## config.mk

```make
export PLATFORM = sky130hd
export DESIGN_NAME = moving_average_filter_core
export DESIGN_NICKNAME = d
export VERILOG_FILES = /design/src/rtl/core/mavg_pkg.sv /design/src/rtl/core/mavg_cell.sv /design/src/rtl/core/mavg_div.sv /design/src/rtl/core/moving_average_filter_core.sv
export VERILOG_INCLUDE_DIRS = /design/src /design/src/rtl/core
export SDC_FILE = /design/constraint.sdc
export NUM_CORES = 1
export LEC_CHECK = 0
export ABC_AREA = 1
export BUFFER_PORTS_ARGS = -buffer_cell sky130_fd_sc_hd__buf_2
export CORE_ASPECT_RATIO = 2
export CORE_UTILIZATION = 40
export DETAILED_ROUTE_END_ITERATION = 16
export PLACE_DENSITY = 0.54
export SYNTH_ARGS = -nofsm -noshare
export SYNTH_HDL_FRONTEND = slang
export SYNTH_SLANG_ARGS = --single-unit
```

## constraint.sdc

```tcl
create_clock -name clock -period 62.5 [get_ports clock]
set_input_delay 12.5 -clock clock [delete_from_list [all_inputs] [get_ports clock]]
set_output_delay 12.5 -clock clock [all_outputs]
set_load 0.02 [all_outputs]
```

## src/rtl/core/moving_average_filter_core_defines.svh

```systemverilog
// assertion macros shared by the moving-average filter rtl
`ifndef MOVING_AVERAGE_FILTER_CORE_DEFINES_SVH
`define MOVING_AVERAGE_FILTER_CORE_DEFINES_SVH

// concurrent check, switched off while reset is high
`define MAVG_ASSERT(lbl, clk, rst, prop, msg) \
   lbl: assert property (@(posedge clk) disable iff (rst) prop) else $error(msg);

// concurrent check that also holds across reset
`define MAVG_ASSERT_ALWAYS(lbl, clk, prop, msg) \
   lbl: assert property (@(posedge clk) prop) else $error(msg);

`endif

```

## src/rtl/core/mavg_pkg.sv

```systemverilog
// shared types and constants of the moving-average filter
package mavg_pkg;

   localparam int SAMPLE_W       = 16;
   localparam int AVG_W          = 24;
   localparam int WLEN_W         = 7;
   localparam int FRAC_SHIFT     = 8;
   localparam int MAX_WINDOW_DEF = 64;

   localparam int CSR_ADDR_W = 3;
   localparam int CSR_DATA_W = 32;
   localparam int CSR_IDX_W  = CSR_ADDR_W - 2;

   // register index of window_length
   localparam logic [CSR_IDX_W-1:0] REG_WINDOW_LENGTH = '0;

   localparam logic [WLEN_W-1:0] WLEN_RESET = WLEN_W'(1);

   typedef enum logic [1:0] {
      DIV_IDLE,
      DIV_RUN,
      DIV_DONE
   } div_state_type;

   typedef struct packed {
      logic start;
      logic ack;
   } div_ctrl_type;

   typedef struct packed {
      logic idle;
      logic done;
   } div_stat_type;

endpackage

```

## src/rtl/core/mavg_cell.sv

```systemverilog
// one cell of the delay line: loads the new sample at the tail, else its neighbour
module mavg_cell (
   input  logic                             clock,
   input  logic                             shift_en,
   input  logic                             is_tail,
   input  logic signed [mavg_pkg::SAMPLE_W-1:0] new_sample,
   input  logic signed [mavg_pkg::SAMPLE_W-1:0] neighbour,
   output logic signed [mavg_pkg::SAMPLE_W-1:0] data
);

   logic signed [mavg_pkg::SAMPLE_W-1:0] data_ff;
   logic signed [mavg_pkg::SAMPLE_W-1:0] data_in;

   // tail cell takes the incoming beat, the others move one place towards the head
   always_comb begin
      data_in = is_tail ? new_sample : neighbour;
   end

   always_ff @(posedge clock) begin
      if (shift_en) begin
         data_ff <= data_in;
      end
   end

   assign data = data_ff;

endmodule

```

## src/rtl/core/mavg_div.sv

```systemverilog
// radix-2 restoring divider: window sum scaled by 256 over the window length
module mavg_div #(
   parameter int SUM_W = 22
) (
   input  logic                                clock,
   input  logic                                reset,
   input  mavg_pkg::div_ctrl_type              ctrl,
   input  logic signed [SUM_W-1:0]             sum,
   input  logic [mavg_pkg::WLEN_W-1:0]         len,
   output mavg_pkg::div_stat_type              stat,
   output logic signed [mavg_pkg::AVG_W-1:0]   quotient
);

   localparam int NUM_W = SUM_W + mavg_pkg::FRAC_SHIFT;
   localparam int CNT_W = $clog2(NUM_W);
   localparam int DV_W  = mavg_pkg::WLEN_W;

   mavg_pkg::div_state_type state_ff, state_in;

   logic [NUM_W-1:0] num_ff, num_in;
   logic [DV_W-1:0]  rem_ff, rem_in;
   logic [DV_W-1:0]  dvs_ff, dvs_in;
   logic [CNT_W-1:0] cnt_ff, cnt_in;
   logic             neg_ff, neg_in;

   logic [SUM_W-1:0] mag;
   logic [DV_W:0]    trial;
   logic             qbit;
   logic [mavg_pkg::AVG_W-1:0] qlow;

   // magnitude of the sum, the most negative value still fits unsigned
   always_comb begin
      mag = sum[SUM_W-1] ? (SUM_W'(0) - sum) : sum;
   end

   // one quotient bit a cycle
   always_comb begin
      trial = {rem_ff, num_ff[NUM_W-1]};
      qbit  = (trial >= {1'b0, dvs_ff});
   end

   always_comb begin
      state_in = state_ff;
      num_in   = num_ff;
      rem_in   = rem_ff;
      dvs_in   = dvs_ff;
      cnt_in   = cnt_ff;
      neg_in   = neg_ff;
      stat     = '0;
      unique case (state_ff)
         mavg_pkg::DIV_IDLE: begin
            stat.idle = 1'b1;
            if (ctrl.start) begin
               num_in   = {mag, {mavg_pkg::FRAC_SHIFT{1'b0}}};
               rem_in   = '0;
               dvs_in   = len;
               cnt_in   = CNT_W'(NUM_W - 1);
               neg_in   = sum[SUM_W-1];
               state_in = mavg_pkg::DIV_RUN;
            end
         end
         mavg_pkg::DIV_RUN: begin
            rem_in = qbit ? DV_W'(trial - {1'b0, dvs_ff}) : trial[DV_W-1:0];
            num_in = {num_ff[NUM_W-2:0], qbit};
            cnt_in = cnt_ff - CNT_W'(1);
            if (cnt_ff == '0) begin
               state_in = mavg_pkg::DIV_DONE;
            end
         end
         mavg_pkg::DIV_DONE: begin
            stat.done = 1'b1;
            if (ctrl.ack) begin
               state_in = mavg_pkg::DIV_IDLE;
            end
         end
         default: begin
            state_in = mavg_pkg::DIV_IDLE;
         end
      endcase
   end

   always_ff @(posedge clock) begin
      if (reset) begin
         state_ff <= mavg_pkg::DIV_IDLE;
      end else begin
         state_ff <= state_in;
      end
   end

   always_ff @(posedge clock) begin
      num_ff <= num_in;
      rem_ff <= rem_in;
      dvs_ff <= dvs_in;
      cnt_ff <= cnt_in;
      neg_ff <= neg_in;
   end

   // sign restored on the low bits, the mean always fits the result width
   always_comb begin
      qlow     = num_ff[mavg_pkg::AVG_W-1:0];
      quotient = neg_ff ? (mavg_pkg::AVG_W'(0) - qlow) : qlow;
   end

endmodule

```

## src/rtl/core/moving_average_filter_core.sv

```systemverilog
// top level of the boxcar moving-average filter
//
//   channel   direction   handshake          payload
//   req       in          req_valid/ready    req_sample, req_first
//   rsp       out         rsp_valid/ready    rsp_average
//   csr       in          apb psel/penable   paddr, pwdata, prdata
//
// a beat that yields no average leaves req_ready high; a beat that yields one
// keeps req_ready low until the one-bit-a-cycle divider has finished and its
// result is taken. reset is synchronous and needs no clearing pass: delay-line
// cells are read only after they are written. a stalled rsp beat keeps the next
// average in the divider, holding req_ready low until it moves.
`include "moving_average_filter_core_defines.svh"

module moving_average_filter_core #(
   parameter int MAX_WINDOW = mavg_pkg::MAX_WINDOW_DEF
) (
   input  logic                                 clock,
   input  logic                                 reset,
   input  logic                                 req_valid,
   output logic                                 req_ready,
   input  logic signed [mavg_pkg::SAMPLE_W-1:0] req_sample,
   input  logic                                 req_first,
   output logic                                 rsp_valid,
   input  logic                                 rsp_ready,
   output logic signed [mavg_pkg::AVG_W-1:0]    rsp_average,
   input  logic                                 psel,
   input  logic                                 penable,
   input  logic                                 pwrite,
   input  logic [mavg_pkg::CSR_ADDR_W-1:0]      paddr,
   input  logic [mavg_pkg::CSR_DATA_W-1:0]      pwdata,
   output logic [mavg_pkg::CSR_DATA_W-1:0]      prdata,
   output logic                                 pready
);

   localparam int SUM_W = mavg_pkg::SAMPLE_W + $clog2(MAX_WINDOW);
   localparam int SW    = mavg_pkg::SAMPLE_W;
   localparam int WL    = mavg_pkg::WLEN_W;

   logic [WL-1:0]           wlen_ff, wlen_in;
   logic [WL-1:0]           fill_ff, fill_in;
   logic signed [SUM_W-1:0] sum_ff, sum_in;
   logic                    rsp_valid_ff, rsp_valid_in;
   logic signed [mavg_pkg::AVG_W-1:0] rsp_average_ff;

   logic [WL-1:0]           len;
   logic                    csr_wr;
   logic                    wl_wr;
   logic                    accept;
   logic [WL-1:0]           fill_eff;
   logic signed [SUM_W-1:0] sum_eff;
   logic signed [SUM_W-1:0] sub_val;
   logic signed [SUM_W-1:0] add_val;
   logic signed [SUM_W-1:0] sum_new;
   logic [WL-1:0]           fill_new;
   logic                    produce;
   logic                    load;

   logic signed [SW-1:0]    cell_data [MAX_WINDOW];

   mavg_pkg::div_ctrl_type            div_ctrl;
   mavg_pkg::div_stat_type            div_stat;
   logic signed [mavg_pkg::AVG_W-1:0] div_q;

   // register port
   assign pready = 1'b1;
   assign csr_wr = psel && penable && pwrite;

   always_comb begin
      wl_wr  = 1'b0;
      prdata = '0;
      unique case (paddr[mavg_pkg::CSR_ADDR_W-1:2])
         mavg_pkg::REG_WINDOW_LENGTH: begin
            wl_wr  = csr_wr;
            prdata = {{(mavg_pkg::CSR_DATA_W-WL){1'b0}}, wlen_ff};
         end
         default: begin
            wl_wr  = 1'b0;
            prdata = '0;
         end
      endcase
   end

   always_comb begin
      wlen_in = wl_wr ? pwdata[WL-1:0] : wlen_ff;
   end

   // effective window length, clamped to 1..MAX_WINDOW
   always_comb begin
      if (wlen_ff == '0) begin
         len = WL'(1);
      end else if (32'(wlen_ff) > MAX_WINDOW) begin
         len = WL'(MAX_WINDOW);
      end else begin
         len = wlen_ff;
      end
   end

   assign req_ready = div_stat.idle;
   assign accept    = req_valid && req_ready;

   // running sum update: drop the oldest sample once the window is full
   always_comb begin
      fill_eff = req_first ? '0 : fill_ff;
      sum_eff  = req_first ? '0 : sum_ff;
      sub_val  = (fill_eff >= len) ? SUM_W'(cell_data[0]) : '0;
      add_val  = SUM_W'(req_sample);
      sum_new  = sum_eff - sub_val + add_val;
      fill_new = (fill_eff < len) ? (fill_eff + WL'(1)) : fill_eff;
      produce  = (fill_new >= len);
   end

   always_comb begin
      fill_in = fill_ff;
      sum_in  = sum_ff;
      if (wl_wr) begin
         fill_in = '0;
         sum_in  = '0;
      end else if (accept) begin
         fill_in = fill_new;
         sum_in  = sum_new;
      end
   end

   // delay line: new samples enter at the tail, the oldest sits in cell 0
   for (genvar i = 0; i < MAX_WINDOW; i++) begin : g_cell
      logic                 tail;
      logic signed [SW-1:0] nb;
      assign tail = (32'(i) == (32'(len) - 32'd1));
      if (i == MAX_WINDOW - 1) begin : g_end
         assign nb = '0;
      end else begin : g_mid
         assign nb = cell_data[i+1];
      end
      mavg_cell u_cell (
         .clock      (clock),
         .shift_en   (accept),
         .is_tail    (tail),
         .new_sample (req_sample),
         .neighbour  (nb),
         .data       (cell_data[i])
      );
   end

   // divider and result register
   assign load           = div_stat.done && (!rsp_valid_ff || rsp_ready);
   assign div_ctrl.start = accept && produce;
   assign div_ctrl.ack   = load;

   mavg_div #(
      .SUM_W (SUM_W)
   ) u_div (
      .clock    (clock),
      .reset    (reset),
      .ctrl     (div_ctrl),
      .sum      (sum_new),
      .len      (len),
      .stat     (div_stat),
      .quotient (div_q)
   );

   always_comb begin
      rsp_valid_in = rsp_valid_ff;
      if (load) begin
         rsp_valid_in = 1'b1;
      end else if (rsp_ready) begin
         rsp_valid_in = 1'b0;
      end
   end

   always_ff @(posedge clock) begin
      if (reset) begin
         wlen_ff      <= mavg_pkg::WLEN_RESET;
         fill_ff      <= '0;
         sum_ff       <= '0;
         rsp_valid_ff <= 1'b0;
      end else begin
         wlen_ff      <= wlen_in;
         fill_ff      <= fill_in;
         sum_ff       <= sum_in;
         rsp_valid_ff <= rsp_valid_in;
      end
   end

   always_ff @(posedge clock) begin
      if (load) begin
         rsp_average_ff <= div_q;
      end
   end

   assign rsp_valid   = rsp_valid_ff;
   assign rsp_average = rsp_average_ff;

   // checks
   `MAVG_ASSERT(a_fill_in_window, clock, reset, (fill_ff <= len), "fill count beyond window")
   `MAVG_ASSERT(a_div_started, clock, reset, (div_ctrl.start |=> !div_stat.idle), "divider missed a start")
   `MAVG_ASSERT(a_rsp_from_div, clock, reset, ($rose(rsp_valid_ff) |-> $past(div_stat.done)), "result without a finished division")
   `MAVG_ASSERT_ALWAYS(a_reset_clears, clock, (reset |=> (!rsp_valid_ff && div_stat.idle)), "state left after reset")

endmodule
```

Word level (Yosys, flattened, before mapping)
Cells that the tools add are included.
- $add $sub $neg: 8
- multipliers: 0
- div/mod/pow operators: 0
- magnitude comparators: 5
- eq/ne operators: 68
- shifts and indexed selects: 0
- muxes and demuxes: 88
- bitwise operators: 0
- reductions and logical operators: 17
- operators with widths (kind ; count):
    equality test 6 x 32 -> 1 bit, first input constant ; 32
    2-to-1 mux 16 bit ; 63
    equality test 5 x 32 -> 1 bit, first input constant ; 16
    equality test 4 x 32 -> 1 bit, first input constant ; 8
    equality test 3 x 32 -> 1 bit, first input constant ; 4
    2-to-1 mux 22 bit ; 3
    equality test 2 x 32 -> 1 bit, first input constant ; 2
    one-hot mux 30 bit (2 select lines) ; 1
    2-to-1 mux 7 bit ; 7
    equality test 1 x 32 -> 1 bit, first input constant ; 1
    logical NOT 32 bit ; 1
    2-to-1 mux 30 bit ; 1
    2-to-1 mux 24 bit ; 1
    subtractor 1 x 24 -> 24 bit, first input constant ; 1
    adder 22 x 16 -> 22 bit ; 1
    subtractor 1 x 22 -> 22 bit, first input constant ; 1
    subtractor 22 bit ; 1
    >= comparator 7 bit ; 2
    one-hot mux 7 bit (2 select lines) ; 1
    one-hot mux 5 bit (2 select lines) ; 1
    >= comparator 8 x 7 -> 1 bit ; 1
    subtractor 7 x 1 -> 8 bit, second input constant ; 1
    adder 7 x 1 -> 7 bit, second input constant ; 1
    > comparator 7 bit, second input constant ; 1
    other kinds (21) ; 34
- register bits after elaboration: 1137
- latch bits: 0
- bits in writable memories: 0
- bits in read-only memories: 0
- input bits: 59
- memories: 0

Longest topological paths before layout
Gate-level depths: netlist of run 1.
- word-level depth: 11
- gate-level depth with buffers: 36
- depth with buffers taken out: 36

Modules after synthesis
Synthesis of run 1 repeated with hierarchy kept, for this count alone.
- cell total of the unflattened synthesis: 5820
- area, all modules: 56264.0 um2
- by module, submodules not included (module ; times used ; cells each ; area an instance (um2)):
    mavg_cell ; 64 ; 68 ; 724.4
    moving_average_filter_core ; 1 ; 938 ; 6032.0
    mavg_div ; 1 ; 530 ; 3867.5

Least setup slack after synthesis of run 1
No wires, ideal clock.
- path type: in2reg
- start: input port req_valid
- end: register fill_ff[2]
- library setup time: 1.183 ns
- arrival time: 41.481 ns
- data required time: 61.317 ns
- setup slack: 19.836 ns
- cell stages on the path: 5
- path buffers: 2
- path through: nand2_1 > inv_1 > clkbuf_1 > clkbuf_1 > a21oi_1
- word-level cells in the longest chain between the ends: 1
- ends and longest elaborated chain (item ; RTL line ; RTL):
    from (decl) ; moving_average_filter_core.sv:20 ; input logic req_valid,
    logical AND 1 bit ; moving_average_filter_core.sv:100 ; assign accept = req_valid && req_ready;
    named net accept ; moving_average_filter_core.sv:49 ; logic accept;
    to (signal assigned) ; moving_average_filter_core.sv:179 ; fill_ff <= fill_in;
    to (decl) ; moving_average_filter_core.sv:41 ; logic [WL-1:0] fill_ff, fill_in;
The timed path passes the listed nets, and every way through them passes these cells.
A chain may end at the register's enable or synchronous reset.

Worst setup path after layout of run 1
- start: input port paddr[2] in the netlist's numbering
- end: output port prdata[4] in the netlist's numbering
- word-level cells in the longest chain between the ends: 1
- ends and longest elaborated chain (item ; RTL line ; RTL):
    from (decl) ; moving_average_filter_core.sv:30 ; input logic [mavg_pkg::CSR_ADDR_W-1:0] paddr,
    2-to-1 mux 7 bit ; moving_average_filter_core.sv:72 ; unique case (paddr[mavg_pkg::CSR_ADDR_W-1:2])
    to (decl) ; moving_average_filter_core.sv:32 ; output logic [mavg_pkg::CSR_DATA_W-1:0] prdata,
Every way passes these cells.

==> flow_metrics.py, run 1 <==
metrics = {
    "outcome": {
        "status": "complete, no violations",
    },
    "drt": {
        "vias": 33310,
        "drt_iter0_markers": 2482,
        "drt_wl_total_mm": 125.9,
        "vias_per_cell": 5.101,
        "avgRoutedWirePerCell_um": 19.28,
        "drtAntennaViolNets": 0,
        "drcViolationCount": 0,
        "dr.pass1.iters": 5,
    },
    "sta": {
        "rsz0062_at_grt": "no",
        "fmax_mhz": 39.35,
        "setup_tns_ns": 0,
        "timing.final.crit_share": 0.4066,
        "fin_skew_ns": 0.02741,
        "worst-slew-pin-transition_ns": 1.214,
        "maxSlewHeadroom": 0.1819,
        "drv_slew": 0,
        "setup_ws_ns": 37.08,
        "finalHoldViolCount": 0,
        "setup_viol": 0,
        "layout_min_cycle_time_ns": 25.42,
    },
    "yosys": {
        "yosys-top-cells-area": "edfxtp_1 (64%), nand2_1 (12%), o21ai_0 (5.7%), o21ai_1 (4.7%), inv_1 (1.9%)",
        "synthTopCellsByCount": "nand2_1 (1,600), edfxtp_1 (1,098), o21ai_0 (582)",
        "yosys.area.top_type": "edfxtp_1",
        "synth_area_um2": 51150,
        "synthArstFlopShare": 0,
        "yosys_warnings": 0,
        "yosysMostFrequentCell": "nand2_1",
        "ys_seq_area_frac": 0.6599,
        "synth_edf_count": 1098,
        "synth_ff_type": "edfxtp_1",
        "ys_ff_latch": 1137,
        "synth.distinct_cells": 46,
        "syn_area_per_cell_um2": 10.46,
        "synth_top_area_frac": 0.6446,
        "synthCells": 4889,
    },
    "worst_setup_path": {
        "cp_max_fo": 8,
        "crit_start": "paddr[2]",
        "rrSetupSlack_ns": 55.72,
        "reg2regPathDepth": 32,
        "reg2reg_from": "wlen_ff[0]",
        "worst_ep_required_time_ns": 50.00,
        "max_stage_delay_ns": 0.17,
        "crit_arrival_ns": 12.92,
        "cp-end-kind": "output pin",
        "crit_end": "prdata[4]",
        "start_kind": "input port",
        "worstSetupPathType": "input port to output pin",
        "r2r_end": "u_div.num_ff[29]",
        "crit_chain": "buf_2 -> nor2_1 -> buf_2",
        "path_common_cell": "buf_2",
        "cp_slowest_cell": "buf_2",
    },
    "clocking": {
        "h-tree-depth": 3,
        "cts_tree": "yes",
        "cts_setup_buffers": 0,
        "clockBufferDepth": 3,
        "clock_latency_ns": 0.70,
        "cts-root-buf": "clkbuf_16",
        "clk_pin_slew_ns": 0.06,
        "cts.sinks": 1137,
        "numCtsBuffers": 102,
        "ctsHoldBuffers": 0,
        "cts_resized": 0,
    },
    "die": {
        "initial_core_util": 0.4032,
        "ios": 118,
        "dieWidth_um": 254.9,
        "coreArea_um2": 126800,
        "dieArea_um2": 129400,
        "rows": 185,
        "die_h_um": 507.7,
    },
    "placement": {
        "numPortBuffers": 64,
        "place_congestion": 0.8314,
        "place_worst_setup_slack_ns": 37.08,
        "postPlaceCellArea_um2": 52420,
        "place_hpwl_mm": 82.90,
    },
    "finish": {
        "fillers": 12130,
        "syn2layout_area_growth_pct": 8.953,
        "drive_gt1_frac": 0.07184,
        "post-route-util": 0.4393,
        "nets": 4893,
        "design_area_um2": 55730,
    },
    "power": {
        "p_total_mw": 2.478,
        "switching_share": 0.3275,
        "combPwrFrac": 0.263,
        "vdd_drop_max_v": 0.00002181,
        "p_int_mw": 1.666,
        "power.share.clock": 0.257,
        "powerDensity_nw_per_um2": 44.46,
        "p_leak_nw": 22.23,
        "p_sw_mw": 0.8116,
        "pwr-share-seq": 0.481,
    },
    "grt": {
        "grt-ovfl-total": 0,
        "grt_antenna_before_repair": 2,
        "first_global_vias": 32790,
        "grt_pass1_wl_mm": 195.2,
        "grt_max_degree": 200,
        "grt.total_usage": 0.1979,
    },
    "hold_path": {
        "hold_class": "flip-flop to flip-flop",
    },
    "flow_run": {
        "drv_cap": 0,
    },
}
## power groups by stage
stage | Combinational [mW] | Clock (mW) | Sequential [mW]
after global placement | 0.647 | 0 | 1.20
after floorplan | 0.462 | 0 | 1.39
final | 0.651 | 0.636 | 1.19
after CTS | 0.659 | 0.655 | 1.19
after global routing | 0.738 | 0.678 | 1.21
after detailed placement | 0.656 | 0 | 1.21
## registers in the layout, indices dropped and copies added (netlist names), 2 cells and up
name and cells:
g_cell.u_cell.data 1024, u_div.num_ff 30, rsp_average 24, sum_ff 22, fill_ff 7, u_div.dvs_ff 7, u_div.rem_ff 7, wlen_ff 7
u_div.cnt_ff 5, u_div.state_ff 2
## layout by cell type, fill, tap and decap left out, types with 26 or more instances in the layout
cell and instances:
nand3_1 55, inv_2 33, nor2_1 99, inv_1 245, xor2_1 36, buf_2 64, buf_4 48, o21ai_0 582
a21oi_1 54, ha_1 48, nand2_1 1599, edfxtp_1 1098, clkbuf_16 104, o21ai_1 482, conb_1 26, dfxtp_1 39
## layer usage
| metal | part of all wire | routed length [µm] | GRT usage |
|---|---|---|---|
| met5 | 0 | 0 | 0 |
| met4 | 0.055 | 6919 | 0.1068 |
| met3 | 0.030 | 3797 | 0.02330 |
| met2 | 0.55 | 68790 | 0.3724 |
| met1 | 0.37 | 46390 | 0.2116 |
## final cells by class
| class | count | area (µm²) | area share |
|---|---|---|---|
| tap | 1683 | 2106 | 0.03779 |
| antenna | 3 | 7.507 | 0.0001347 |
| multi-input combinational | 3128 | 14780 | 0.2652 |
| clock buffer | 121 | 2696 | 0.04838 |
| timing repair buffer | 114 | 720.7 | 0.01293 |
| inverter | 281 | 1062 | 0.01906 |
| clock inverter | 63 | 605.6 | 0.01087 |
| sequential | 1137 | 33750 | 0.6056 |
## cell families (layout without fill, tap and decap cells)
kind of cell               Yosys count  count (layout)  share of synthesized area
AOI/OAI and AO/OA                 1149            1149                     0.1140
xor gates and xnor gates            49              49                   0.008537
adders and majority gates           70              70                    0.02035
buffers and inverters              648             579                    0.05345
DFF                               1137            1137                     0.6599
other                                2              29                  0.0001468
and+or+nand+nor                   1834            1834                     0.1437
## through the flow
step	hold slack (ns)	std cells
after floorplan	0.4264	4913
after global placement	0.4370	6343
after detailed placement	0.4407	6343
after CTS	0.4565	6527
after global routing	0.4812	6528
final	0.4525	6530
## worst min-delay path by stage
stage | from | to | depth (start not counted)
after floorplan | u_div.num_ff[0] | rsp_average[0] | 0
after global placement | u_div.num_ff[0] | rsp_average[0] | 0
after detailed placement | u_div.num_ff[0] | rsp_average[0] | 0
after CTS | u_div.num_ff[0] | rsp_average[0] | 0
after global routing | u_div.num_ff[0] | rsp_average[0] | 0
final | u_div.num_ff[0] | rsp_average[0] | 0
## critical path, delay by kind of cell
family	cells	cell delay (ns)
buf+inv	2	0.31
simple gates	1	0.11
No activity file was read; power rests on OpenSTA's default activity.
==> inputs of run 2 (changes only) <==
--- a/config.mk
+++ b/config.mk
@@ -11,7 +11,7 @@
 export CORE_ASPECT_RATIO = 2
 export CORE_UTILIZATION = 40
 export DETAILED_ROUTE_END_ITERATION = 16
-export PLACE_DENSITY = 0.54
+export PLACE_DENSITY = 0.56
 export SYNTH_ARGS = -nofsm -noshare
 export SYNTH_HDL_FRONTEND = slang
 export SYNTH_SLANG_ARGS = --single-unit
==> constraint.sdc (replaced) <==
create_clock -name clock -period 22.5 [get_ports clock]
set_input_delay 4.5 -clock clock [delete_from_list [all_inputs] [get_ports clock]]
set_output_delay 4.5 -clock clock [all_outputs]
set_load 0.02 [all_outputs]
==> flow_metrics.py, run 2 (same netlist as run 1, synthesis figures left out) <==
metrics = {
    "drt": {
        "vias_per_cell": 5.160,
        "vias": 33680,
        "wl_met1_mm": 47.85,
        "wl_met3_mm": 4.175,
        "drcViolationCount": 0,
        "drtAntennaViolNets": 0,
        "dr.pass1.iters": 7,
        "met2_length_mm": 72.51,
        "drt_wl_total_mm": 130.1,
        "drt_iter0_markers": 2553,
        "avgRoutedWirePerCell_um": 19.93,
        "topRoutingLayerUsed": "met4",
    },
    "worst_setup_path": {
        "crit_arrival_ns": 10.74,
        "rrSetupSlack_ns": 15.48,
        "cp_top_family": "buffers and inverters",
        "cp_slowest_cell": "clkinv_1",
        "worst_ep_required_time_ns": 22.94,
        "cp_max_fo": 19,
        "worstSetupPathType": "input port to flip-flop",
        "cp-end-kind": "flip-flop",
        "critPathBufInv": 8,
        "start_kind": "input port",
        "max_stage_delay_ns": 0.64,
        "path_common_cell": "nand2_1",
    },
    "power": {
        "powerDensity_nw_per_um2": 124.9,
        "p_leak_nw": 22.22,
        "vdd_drop_max_v": 0.00008041,
        "p_total_mw": 6.956,
    },
    "clocking": {
        "clockBufferDepth": 3,
        "clk_pin_slew_ns": 0.07,
        "cts_tree": "yes",
        "cts_setup_buffers": 0,
        "cts-root-buf": "clkbuf_16",
        "ctsHoldBuffers": 0,
        "cts.sinks": 1137,
        "clock_latency_ns": 0.72,
        "h-tree-depth": 3,
        "numCtsBuffers": 100,
        "cts_resized": 0,
    },
    "finish": {
        "mostFrequentLayoutCells": "nand2_1 (1,599), edfxtp_1 (1,098), o21ai_0 (582)",
        "drive_gt1_frac": 0.07144,
        "nets": 4891,
        "syn2layout_area_growth_pct": 8.892,
        "final_common_cell": "nand2_1",
        "largest_reg_flops": 1024,
        "post-route-util": 0.4391,
    },
    "sta": {
        "timing.final.crit_share": 0.4578,
        "rsz0062_at_grt": "no",
        "finalHoldViolCount": 0,
        "setup_tns_ns": 0,
        "layout_min_cycle_time_ns": 10.30,
        "drv_slew": 0,
        "setup_viol": 0,
        "maxSlewHeadroom": 0.1514,
        "fmax_mhz": 97.08,
        "worst-slew-pin-transition_ns": 1.260,
        "fin_skew_ns": 0.02795,
    },
    "die": {
        "ios": 118,
        "dieArea_um2": 129400,
        "rows": 185,
        "dieWidth_um": 254.9,
        "initial_core_util": 0.4032,
        "die_h_um": 507.7,
        "coreArea_um2": 126800,
    },
    "grt": {
        "grt-ovfl-total": 0,
        "grt_antenna_before_repair": 1,
        "first_global_vias": 33020,
        "grt_max_degree": 139,
        "grt.total_usage": 0.2040,
        "grt_pass1_wl_mm": 199.3,
    },
    "outcome": {
        "status": "complete, no violations",
    },
    "placement": {
        "place_hpwl_mm": 85.00,
        "place_congestion": 0.8438,
        "numPortBuffers": 64,
    },
    "flow_run": {
        "drv_cap": 0,
    },
    "hold_path": {
        "hold_class": "flip-flop to flip-flop",
    },
}
run 2: cell types whose count changed in the layout (fill, tap and decap cells not counted), moves of 2 or more:
cell,delta
clkinv_1,-5
clkinv_4,+3
diode_2,-2
clkbuf_16,-4
clkinv_2,-5
clkbuf_1,+6
buf_4,+2
inv_6,+3
buf_12,-2
bufinv_16,+3
clkinv_8,-2
run 2: layout make-up:
type | instances | area [µm²]
sequential | 1137 | 33750
fill | 12020 | 71150
antenna | 1 | 2.502
multi-input combinational | 3128 | 14780
timing repair buffer | 114 | 695.7
clock buffer | 123 | 2619
inverter | 281 | 1062
tap | 1683 | 2106
clock inverter | 60 | 680.7
run 2: routing by layer:
metal / track usage / up-vias
li1: - / 16360
met5: 0 / -
met4: 0.08683 / 0
met3: 0.02504 / 211
met2: 0.3934 / 688
met1: 0.2183 / 16420
run 2: worst paths after layout:
| check | cells after the start | start | end |
|---|---|---|---|
| max | 28 | req_first | u_div.num_ff[22] |
| min | 0 | u_div.num_ff[0] | rsp_average[0] |
| min reg2reg | 0 | u_div.num_ff[0] | rsp_average[0] |
| max reg2reg | 30 | wlen_ff[0] | u_div.num_ff[22] |
run 2: report_power, final:
| part | switching, mW | total [mW] | leakage, nW | internal [mW] |
|---|---|---|---|---|
| registers | 0.180 | 3.32 | 10.9 | 3.14 |
| logic | 1.33 | 1.85 | 9.73 | 0.526 |
| clock network | 0.814 | 1.79 | 1.61 | 0.974 |
run 2: stage by stage:
stage / setup WS (ns) / cell area, µm² / std cells / hold WS (ns)
after floorplan: 3.716 / 51240 / 4913 / 0.4264
after global placement: 11.54 / 52400 / 6343 / 0.4576
after detailed placement: 11.54 / 52400 / 6343 / 0.4416
after CTS: 12.31 / 55700 / 6526 / 0.4574
after global routing: 11.90 / 55700 / 6527 / 0.4883
final: 12.20 / 55700 / 6527 / 0.4558
run 2: worst register-to-register path, delay by kind of cell, from the launching register on:
kind,cells,cell delay (ns)
and+or+nand+nor,13,2.22
buffers and inverters,7,1.47
adders and majority gates,3,1.15
AOI/OAI and AO/OA,6,1.10
DFF,1,0.39
xor gates and xnor gates,1,0.38
